<file path="src/rtl/lmfb_pkg.sv">
// Shared types and constants for the LED matrix frame buffer updater.
// No dependencies; imported by lmfb_store, led_matrix_frame_buffer_updater, lmfb_checker and testbench.
`timescale 1ns / 1ps

package lmfb_pkg;

   // Default number of chained 8x8 driver chips
   localparam int CHIPS_DEFAULT = 2;
   // Rows per chip, and the last row index
   localparam int ROWS     = 8;
   localparam int LAST_ROW = ROWS - 1;

   // Request codes
   typedef enum logic [1:0] {
      OP_WRITE  = 2'd0,
      OP_TOGGLE = 2'd1,
      OP_READ   = 2'd2,
      OP_CLEAR  = 2'd3
   } req_op_type;

   // Sequencer states
   typedef enum logic [2:0] {
      ST_IDLE,
      ST_FETCH,
      ST_MODIFY,
      ST_CLEAR,
      ST_EMIT
   } seq_state_type;

   // Store control from the sequencer
   typedef struct packed {
      logic wr_en;
      logic clear_all;
   } store_ctl_type;

endpackage

</file>
<file path="src/rtl/lmfb_store.sv">
// Frame store: one row byte per (row, chip), synchronous (registered) read.
// Depends on lmfb_pkg (store_ctl_type).
`timescale 1ns / 1ps

module lmfb_store import lmfb_pkg::*; #(
   parameter int CHIPS = CHIPS_DEFAULT
) (
   input  logic                               clock,
   input  logic                               reset,
   input  store_ctl_type                      ctl,
   input  logic [$clog2(ROWS * CHIPS) - 1:0]  addr,
   input  logic [7:0]                         wr_data,
   output logic [7:0]                         rd_data
);

   localparam int DEPTH = ROWS * CHIPS;

   logic [7:0]       mem [DEPTH];
   logic [DEPTH-1:0] valid_ff;
   logic [7:0]       rd_data_ff;
   logic             rd_vld_ff;

   // Storage array, no reset: never-written entries are masked by valid bits
   always_ff @(posedge clock) begin
      if (ctl.wr_en) begin
         mem[addr] <= wr_data;
      end
      rd_data_ff <= mem[addr];
   end

   // Per-entry valid bits: cleared by reset and by clear-all
   always_ff @(posedge clock) begin
      if (reset) begin
         valid_ff  <= '0;
         rd_vld_ff <= 1'b0;
      end else begin
         if (ctl.clear_all) begin
            valid_ff <= '0;
         end else if (ctl.wr_en) begin
            valid_ff[addr] <= 1'b1;
         end
         rd_vld_ff <= valid_ff[addr];
      end
   end

   // An entry not yet written reads as zero
   assign rd_data = rd_vld_ff ? rd_data_ff : 8'h00;

endmodule

</file>
<file path="src/rtl/led_matrix_frame_buffer_updater.sv">
// Top level: request sequencer around the frame store, one result stage.
// Depends on lmfb_pkg and lmfb_store.
`timescale 1ns / 1ps

//  Channel   Ports                            Handshake
//  request   req_type req_x req_y req_value   start high while busy low
//  result    rsp_*                            rsp_valid for one cycle, no stall
//
//  Write/toggle: fetch, modify/write back, then one store read per chip;
//  columns beyond the chain emit nothing. Read: fetch, then the answer.
//  Clear all: clear, then one read per chip per row. The single store port serializes these steps.
//  Reset clears the store valid bits at once; no sweep after reset.
//  Results cannot be stalled; busy drops as the last result appears.

module led_matrix_frame_buffer_updater import lmfb_pkg::*; #(
   parameter int CHIPS = CHIPS_DEFAULT
) (
   input  logic       clock,
   input  logic       reset,
   input  logic       start,
   output logic       busy,
   input  logic [1:0] req_type,
   input  logic [3:0] req_x,
   input  logic [2:0] req_y,
   input  logic       req_value,
   output logic       rsp_valid,
   output logic       rsp_is_read,
   output logic       rsp_pixel_value,
   output logic [3:0] rsp_digit_address,
   output logic [7:0] rsp_row_byte,
   output logic       rsp_latch_after,
   output logic       rsp_last
);

   localparam int DEPTH  = ROWS * CHIPS;
   localparam int IDX_W  = $clog2(DEPTH);
   localparam int CHIP_W = (CHIPS > 1) ? $clog2(CHIPS) : 1;

   seq_state_type    state_ff, state_in;
   req_op_type       op_ff;
   logic [2:0]       bit_ff;
   logic [2:0]       y_ff;
   logic             val_ff;
   logic             inside_ff;
   logic [IDX_W-1:0] idx_ff;
   logic [2:0]       row_ff, row_in;
   logic [CHIP_W-1:0] chip_ff, chip_in;
   logic             all_ff, all_in;

   // Result stage
   logic       out_valid_ff, out_valid_in;
   logic       out_read_ff, out_read_in;
   logic       out_inside_ff, out_inside_in;
   logic [2:0] out_bit_ff, out_bit_in;
   logic [3:0] out_addr_ff, out_addr_in;
   logic       out_latch_ff, out_latch_in;
   logic       out_last_ff, out_last_in;

   store_ctl_type    store_ctl;
   logic [IDX_W-1:0] store_addr;
   logic [7:0]       store_wdata;
   logic [7:0]       store_rdata;
   logic             accept;
   logic [7:0]       bit_mask;
   logic             last_chip;

   assign accept = start && !busy;
   assign busy   = (state_ff != ST_IDLE);

   lmfb_store #(.CHIPS(CHIPS)) u_store (
      .clock   (clock),
      .reset   (reset),
      .ctl     (store_ctl),
      .addr    (store_addr),
      .wr_data (store_wdata),
      .rd_data (store_rdata)
   );

   // Capture the transaction at acceptance
   always_ff @(posedge clock) begin
      if (accept) begin
         op_ff     <= req_op_type'(req_type);
         bit_ff    <= req_x[2:0];
         y_ff      <= req_y;
         val_ff    <= req_value;
         inside_ff <= (int'(req_x) < 8 * CHIPS);
         idx_ff    <= IDX_W'(int'(req_y) * CHIPS + int'(req_x[3]));
      end
   end

   // Control registers
   always_ff @(posedge clock) begin
      if (reset) begin
         state_ff     <= ST_IDLE;
         row_ff       <= '0;
         chip_ff      <= '0;
         all_ff       <= 1'b0;
         out_valid_ff <= 1'b0;
      end else begin
         state_ff     <= state_in;
         row_ff       <= row_in;
         chip_ff      <= chip_in;
         all_ff       <= all_in;
         out_valid_ff <= out_valid_in;
      end
   end

   // Result payload
   always_ff @(posedge clock) begin
      out_read_ff   <= out_read_in;
      out_inside_ff <= out_inside_in;
      out_bit_ff    <= out_bit_in;
      out_addr_ff   <= out_addr_in;
      out_latch_ff  <= out_latch_in;
      out_last_ff   <= out_last_in;
   end

   // Bit mask, MSB-first within the chip byte
   assign bit_mask  = 8'h80 >> bit_ff;
   assign last_chip = (int'(chip_ff) == CHIPS - 1);

   // Sequencer: fetch, modify/write back, then one read per chip packet;
   // reads answer after the fetch, clear-all reads out every row. Write
   // back and the first packet read sit in different cycles, so no forwarding is needed.
   always_comb begin
      state_in      = state_ff;
      row_in        = row_ff;
      chip_in       = chip_ff;
      all_in        = all_ff;
      store_ctl     = '0;
      store_addr    = idx_ff;
      store_wdata   = store_rdata;
      out_valid_in  = 1'b0;
      out_read_in   = 1'b0;
      out_inside_in = inside_ff;
      out_bit_in    = bit_ff;
      out_addr_in   = 4'd0;
      out_latch_in  = 1'b0;
      out_last_in   = 1'b0;
      case (state_ff)
         ST_IDLE: begin
            if (accept) begin
               case (req_op_type'(req_type))
                  OP_CLEAR: state_in = ST_CLEAR;
                  OP_READ:  state_in = ST_FETCH;
                  default: begin
                     state_in = (int'(req_x) < 8 * CHIPS) ? ST_FETCH : ST_IDLE;
                  end
               endcase
            end
         end
         ST_FETCH: begin
            store_addr = idx_ff;
            if (op_ff == OP_READ) begin
               out_valid_in = 1'b1;
               out_read_in  = 1'b1;
               out_last_in  = 1'b1;
               state_in     = ST_IDLE;
            end else begin
               state_in = ST_MODIFY;
            end
         end
         ST_MODIFY: begin
            store_addr      = idx_ff;
            store_ctl.wr_en = 1'b1;
            if (op_ff == OP_TOGGLE) begin
               store_wdata = store_rdata ^ bit_mask;
            end else if (val_ff) begin
               store_wdata = store_rdata | bit_mask;
            end else begin
               store_wdata = store_rdata & ~bit_mask;
            end
            row_in   = y_ff;
            chip_in  = '0;
            all_in   = 1'b0;
            state_in = ST_EMIT;
         end
         ST_CLEAR: begin
            store_ctl.clear_all = 1'b1;
            row_in   = '0;
            chip_in  = '0;
            all_in   = 1'b1;
            state_in = ST_EMIT;
         end
         ST_EMIT: begin
            store_addr   = IDX_W'(int'(row_ff) * CHIPS + int'(chip_ff));
            out_valid_in = 1'b1;
            out_addr_in  = {1'b0, row_ff} + 4'd1;
            out_latch_in = last_chip;
            out_last_in  = last_chip && (!all_ff || (int'(row_ff) == LAST_ROW));
            if (last_chip) begin
               chip_in = '0;
               if (!all_ff || (int'(row_ff) == LAST_ROW)) begin
                  state_in = ST_IDLE;
               end else begin
                  row_in = row_ff + 3'd1;
               end
            end else begin
               chip_in = chip_ff + CHIP_W'(1);
            end
         end
         default: state_in = ST_IDLE;
      endcase
   end

   // Result ports: store data arrives alongside the staged packet fields
   assign rsp_valid         = out_valid_ff;
   assign rsp_is_read       = out_read_ff;
   assign rsp_pixel_value   = out_read_ff && out_inside_ff && store_rdata[~out_bit_ff];
   assign rsp_digit_address = out_addr_ff;
   assign rsp_row_byte      = out_read_ff ? 8'h00 : store_rdata;
   assign rsp_latch_after   = out_latch_ff;
   assign rsp_last          = out_last_ff;

   // A read answer is always a single, final result
   a_read_is_last: assert property (@(posedge clock) disable iff (reset)
      rsp_valid && rsp_is_read |-> rsp_last && !rsp_latch_after)
      else $error("read result not marked last");

   // A packet can only end the transaction when it closes a row
   a_last_on_latch: assert property (@(posedge clock) disable iff (reset)
      rsp_valid && !rsp_is_read && rsp_last |-> rsp_latch_after)
      else $error("last packet without latch mark");

   // Packets carry a nonzero digit address
   a_packet_addr: assert property (@(posedge clock) disable iff (reset)
      rsp_valid && !rsp_is_read |-> rsp_digit_address != 4'd0)
      else $error("packet with zero digit address");

   // A write back is always followed by packet emission
   a_modify_emit: assert property (@(posedge clock) disable iff (reset)
      state_ff == ST_MODIFY |=> state_ff == ST_EMIT)
      else $error("write back not followed by packets");

   // Every result must have been produced by fetch or emit in the previous cycle
   a_no_stray: assert property (@(posedge clock) disable iff (reset)
      rsp_valid |-> $past(state_ff) == ST_FETCH || $past(state_ff) == ST_EMIT)
      else $error("result without a source");

endmodule

</file>
<file path="config.mk">
export PLATFORM = sky130hd
export DESIGN_NAME = led_matrix_frame_buffer_updater
export DESIGN_NICKNAME = d
export VERILOG_FILES = /design/src/rtl/lmfb_pkg.sv /design/src/rtl/lmfb_store.sv /design/src/rtl/led_matrix_frame_buffer_updater.sv
export SDC_FILE = /design/constraint.sdc
export NUM_CORES = 1
export LEC_CHECK = 0
export BUFFER_PORTS_ARGS = -buffer_cell sky130_fd_sc_hd__buf_2
export CORE_MARGIN = 2
export CORE_UTILIZATION = 37
export CTS_CLUSTER_SIZE = 16
export DETAILED_ROUTE_END_ITERATION = 10
export GPL_ROUTABILITY_DRIVEN = 0
export PLACE_DENSITY = 0.51
export SETUP_SLACK_MARGIN = 0.4
export SYNTH_ARGS = -nofsm -noshare
export SYNTH_HDL_FRONTEND = slang
export SYNTH_SLANG_ARGS = --single-unit
</file>
<file path="constraint.sdc">
create_clock -name clock -period 4.1 [get_ports clock]
set_input_delay 0.82 -clock clock [delete_from_list [all_inputs] [get_ports clock]]
set_output_delay 0.82 -clock clock [all_outputs]
set_load 0.02 [all_outputs]
</file>
==> flow_summary.ini, run 1 <==
[outcome]
status = finished, final reports clean

[synth]
synthTopCellsByCount = edfxtp_1, nand2_1, a21oi_1, nand2b_1, dfxtp_1
synth_cell_types = 49
syn_area_um2 = 8270
yosys-top-cells-area = edfxtp_1, dfxtp_1, a21oi_1
yosysMostFrequentCell = edfxtp_1
ys_seq_area_share_pct = 60.8
synth.avg_cell_area_um2 = 11.2
synth_flop_cell = edfxtp_1
yosys_warnings = 0
yosysTopAreaCell = edfxtp_1
async_flop_share_pct = 0
ys_ff_latch = 182
synth_top_area_share_pct = 50.1
synth_edf_count = 138
synth_cells = 739
syn_nets = 754

[run]
drv_cap = 0

[floorplanning]
dieArea_um2 = 23600
die_x_um = 154
num_io_pins = 31
design.core.area_um2 = 21900
initial_utilization_pct = 37.8
chipHeight_um = 154
num_rows = 54

[clock_tree]
clockBufferDepth = 2
cts_setup_buffers = 0
htree_levels = 4
cts.clk_slew.worst_paths_ns = 0.07
cts_buffers = 17
cts_hold_repair.buffers = 0
ctsResizeCount = 0
cts_tree = done
numClockSinks = 182
root_buffer = clkbuf_16
worstSkewPairLatency_ns = 0.43

[final_layout]
fin_nets = 774
area_delta_synth_final_pct = 12.7
fillers = 2070
drive_above_1_share_pct = 13.1
multiInputGateArea_um2 = 2970
final-seq-area_um2 = 5030
n_antenna_cell = 0

[critical_path]
crit_path_max_fanout = 24
criticalPathCategory = reg -> reg
rrSetupSlack_ns = 1.24
ff2ff_path_depth = 5
cp.arrival_ns = 2.90
start_kind = flip-flop
worst_setup_path_end_kind = flip-flop
cp_data_required_time_ns = 4.14

[global_route]
grt_max_degree = 71
gr-usage-all-layers_pct = 18.0
gr-total-overflow = 0
grt_pass1_vias = 5610
antenna_found_initial = 0
grt_pass1_wl_mm = 32.5

[pwr]
p_per_area_nw_per_um2 = 446
ir_drop_uv = 251
p_leak_nw = 3.30

[routing]
routed_via_density = 5.46
drc = 0
final_antenna_net_count = 0
wl_per_cell_um = 19.7
vias = 5748
routed_wl_mm = 20.8
drt_iter0_drc = 465
dr.pass1.iters = 4

[place]
dp_hpwl_mm = 12.9
portBuffers = 30

[timing]
period_share_pct = 69.7
finalCriticalPeriod_ns = 2.86
worst_pin_slew_ns = 1.18
fmax_ghz = 0.350
slew_violations = 0
fin_setup_tns_ns = 0
finClkSkew_ns = 0.0112
rsz0062_at_grt = false
hold_violations = 0
hold_ws_ns = 0.466
setup_violations = 0
slew_headroom_pct = 20.7

[worst_hold_path]
hold_class = reg -> reg
hold_depth = 0
[area by class of cell]
class                           count  area share (%)
Clock buffer                       17            4.56
Clock inverter                     15            1.99
Inverter                            8           0.322
Multi-Input combinational cell    495            31.8
Sequential cell                   182            53.9
Tap cell                          280            3.76
Timing Repair Buffer               55            3.62
[state kept, by name, indices dropped and copies added, names as in the netlist, 2 cells and up]
register	count
y_ff	3
row_ff	3
op_ff	2
rsp_digit_address	4
u_store.rd_data_ff	8
u_store.valid_ff	16
u_store.mem	128
bit_ff	3
out_bit_ff	3
state_ff	3
[report_power, final]
part           total [mW]  switching [mW]  internal [mW]
Combinational       0.407           0.262          0.145
Sequential           2.09          0.0619           2.03
Clock                1.65           0.773          0.880
Total                4.15            1.10           3.06
[worst paths after layout]
kind                   endpoint   startpoint
min               out_bit_ff[2]    bit_ff[2]
min reg2reg       out_bit_ff[2]    bit_ff[2]
max          u_store.mem[13][7]  state_ff[2]
max reg2reg  u_store.mem[13][7]  state_ff[2]
[worst max-delay path, cell delays in order (launching register included)]
cell	delay (ns)
dfxtp_1	0.51
or3b_2	0.54
buf_4	0.26
nor2_1	0.13
a31oi_1	0.08
nor2_1	0.95
[metrics by stage]
step	util (%)	instance area, um^2	power, mW	setup WS (ns)	instances
after floorplan	-	8270	2.40	1.83	739
after global routing	42.6	9320	4.30	1.05	1052
after global placement	39.8	8710	2.53	1.25	1020
final	42.6	9320	4.15	1.24	1052
after detailed placement	39.8	8710	2.54	1.22	1020
after CTS	42.6	9320	4.19	1.21	1052
[cell usage in the layout, fill, tap and decap left out, types with 2 or more instances in the layout]
cell and instances:
a2111oi_0 2, a211oi_1 3, a21oi_1 93, a221oi_1 17
and2_1 11, buf_2 30, buf_4 25, clkbuf_16 17
clkinv_4 3, clkinv_8 3, dfxtp_1 43, edfxtp_1 138
ha_1 2, inv_1 8, inv_6 4, inv_8 4
mux2i_1 27, mux4_2 2, nand2_1 105, nand2b_1 69
nand3_1 9, nand3b_1 3, nand4_1 8, nor2_1 31
nor2b_1 8, nor3_1 10, o211ai_1 32, o21a_1 16
o21ai_0 6, o22ai_1 5, o31a_1 4, or3_1 10
or3b_2 2
[logic make-up (layout without fill, tap and decap cells)]
group | after synthesis | after routing | synth area share [%]
AOI/OAI and AO/OA | 189 | 189 | 14.7
DFF | 182 | 182 | 60.8
buffers and inverters | 62 | 95 | 3.57
adders and majority gates | 2 | 2 | 0.303
and+or+nand+nor | 272 | 272 | 16.4
muxes | 32 | 32 | 4.25
[per-layer routing]
layer | wire, um | vias up | global-route usage, %
li1 | - | 2746 | -
met1 | 9400 | 2832 | 23.9
met2 | 10000 | 138 | 29.7
met3 | 708 | 32 | 2.90
met4 | 610 | 0 | 7.47
met5 | 0 | - | 0
Note: power is estimated with default switching activity, not from simulation.
==> inputs of run 2 (changes only) <==
- PLACE_DENSITY: 0.51 -> 0.53
- clock period: 4.1 -> 2.35 ns (I/O delays scaled with it)
==> run 2 against run 1 <==
Wire length grew 14%. Core utilization grew 5.9 points. Combinational power grew 140%. Cell count grew 7.2%. Sequential cell count is the same. Non-clock buffer count grew 70. Power grew 81%. Setup slack lost 1.1 ns. Critical endpoint is now u_store.rd_data_ff[6].
==> flow_summary.ini, run 2 (same netlist as run 1, synthesis figures left out) <==
[floorplanning]
dieArea_um2 = 23600
num_io_pins = 31
die_x_um = 154
chipHeight_um = 154
num_rows = 54
initial_utilization_pct = 37.8
design.core.area_um2 = 21900

[critical_path]
crit_path_max_fanout = 20
critPathTopFamily = simple AND/OR/NAND/NOR gates
worst_path_most_repeated_cell = buf_12
cp.arrival_ns = 2.55
cp_cell_sequence = or3b_4, buf_12, buf_4, mux2i_2, buf_12, o211ai_1, nand4_1, or3_1
criticalPathCategory = reg -> reg
worst_setup_path_end_kind = flip-flop
slowest_delay_ns = 0.45
rrSetupSlack_ns = 0.10
crit_slowest_cell = or3b_4
start_kind = flip-flop
cp_num_buf_inv = 3
cp_data_required_time_ns = 2.66

[routing]
drt_iter0_drc = 561
vias = 6252
final_antenna_net_count = 0
dr.pass1.iters = 6
routed_wl_mm = 23.6
routed_via_density = 5.54
wl_per_cell_um = 20.9
drc = 0

[final_layout]
final_util_pct = 48.5
final_cells = 1128
drive_above_1_share_pct = 27.7
n_antenna_cell = 0
reg.largest.list = u_store.mem (128), u_store.valid_ff (16), u_store.rd_data_ff (8)
layout_common_cells = edfxtp_1, nand2_1, a21oi_1
fin_nets = 850
largest_register = u_store.mem
final_common_cell = edfxtp_1
area_delta_synth_final_pct = 28.5
largest_reg_flops = 128

[global_route]
antenna_found_initial = 0
grt_max_degree = 71
gr-total-overflow = 0
gr-usage-all-layers_pct = 19.6
grt_pass1_vias = 6005
grt_pass1_wl_mm = 35.1

[pwr]
p_per_area_nw_per_um2 = 708
power_frac_seq_pct = 48.5
p_leak_nw = 3.81
p_switching_mw = 1.96
clockPowerShare_pct = 38.3
internal_power_mw = 5.56
ir_drop_uv = 459
p_comb_share_pct = 13.2
switching_share_pct = 26.1

[clock_tree]
cts_tree = done
cts_buffers = 17
cts_hold_repair.buffers = 0
clockBufferDepth = 2
numClockSinks = 182
worstSkewPairLatency_ns = 0.43
root_buffer = clkbuf_16
htree_levels = 4
cts.clk_slew.worst_paths_ns = 0.07

[timing]
hold_violations = 0
fmax_ghz = 0.445
slew_headroom_pct = 59.7
setup_violations = 0
finalCriticalPeriod_ns = 2.25
worst_pin_slew_ns = 0.605
slew_violations = 0
finClkSkew_ns = 0.0113
period_share_pct = 95.6
rsz0062_at_grt = true

[worst_hold_path]
hold_class = in -> reg

[place]
dp_hpwl_mm = 14.4
dp_cells = 1037
portBuffers = 30

[run]
drv_cap = 0

[outcome]
status = finished, final reports clean
==> run 2: cell types whose count changed in the layout (fill, tap and decap cells not counted), sizes merged <==
| cell | change |
|---|---|
| a31oi | +1 |
| buf | +70 |
| bufinv | +1 |
| inv | -1 |
| nor2 | +4 |
| o31a | +1 |
==> run 2: cell type report <==
| type | instances | area, um^2 |
|---|---|---|
| Clock buffer | 17 | 425 |
| Sequential cell | 182 | 5040 |
| Fill cell | 1964 | 11300 |
| Inverter | 8 | 30.0 |
| Timing Repair Buffer | 125 | 1200 |
| Tap cell | 280 | 350 |
| Clock inverter | 15 | 169 |
| Multi-Input combinational cell | 501 | 3410 |
==> run 2: layer usage <==
metal	part of all wire (%)	track usage [%]
met1	44	26.1
met2	48	32.2
met3	5.5	3.44
met4	2.6	7.21
met5	0	0
==> run 2: worst paths after layout <==
check	from	to	cells after the start
worst max register to register	state_ff[0]	u_store.rd_data_ff[6]	8
worst min register to register	u_store.valid_ff[14]	u_store.valid_ff[14]	1
worst min-delay path	req_value	val_ff	1
worst max-delay path	state_ff[0]	u_store.rd_data_ff[6]	8
==> run 2: power groups by stage <==
| stage | registers, mW | clock network, mW | logic [mW] |
|---|---|---|---|
| final | 3.65 | 2.88 | 0.993 |
| after global routing | 3.66 | 3.05 | 1.07 |
| after CTS | 3.64 | 2.94 | 0.939 |
| after detailed placement | 3.72 | 0 | 0.833 |
| after global placement | 3.72 | 0 | 0.818 |
| after floorplan | 3.65 | 0 | 0.567 |
==> run 2: per-stage QoR <==
| step | hold slack [ns] | TNS, ns | cell area, um^2 | total power, mW | setup slack (ns) |
|---|---|---|---|---|---|
| finish | 0.208 | 0 | 10600 | 7.52 | 0.104 |
| global route | 0.205 | 0 | 10600 | 7.77 | 0.0467 |
| CTS | 0.191 | 0 | 10300 | 7.52 | 0.129 |
| detailed placement | 0.453 | -0.225 | 9100 | 4.55 | -0.0474 |
| global placement | 0.446 | 0 | 9100 | 4.54 | 0.00880 |
| floorplan | 0.392 | 0 | 8440 | 4.22 | 0.332 |
==> run 2: repair_timing <==
action                                  in CTS  in global routing
pin swaps                                   18                 14
resized for setup                           41                 35
cloned                                       3                  3
endpoints found under the hold margin        0                  0
endpoints found under the setup margin     258                240
setup buffers                               39                 14
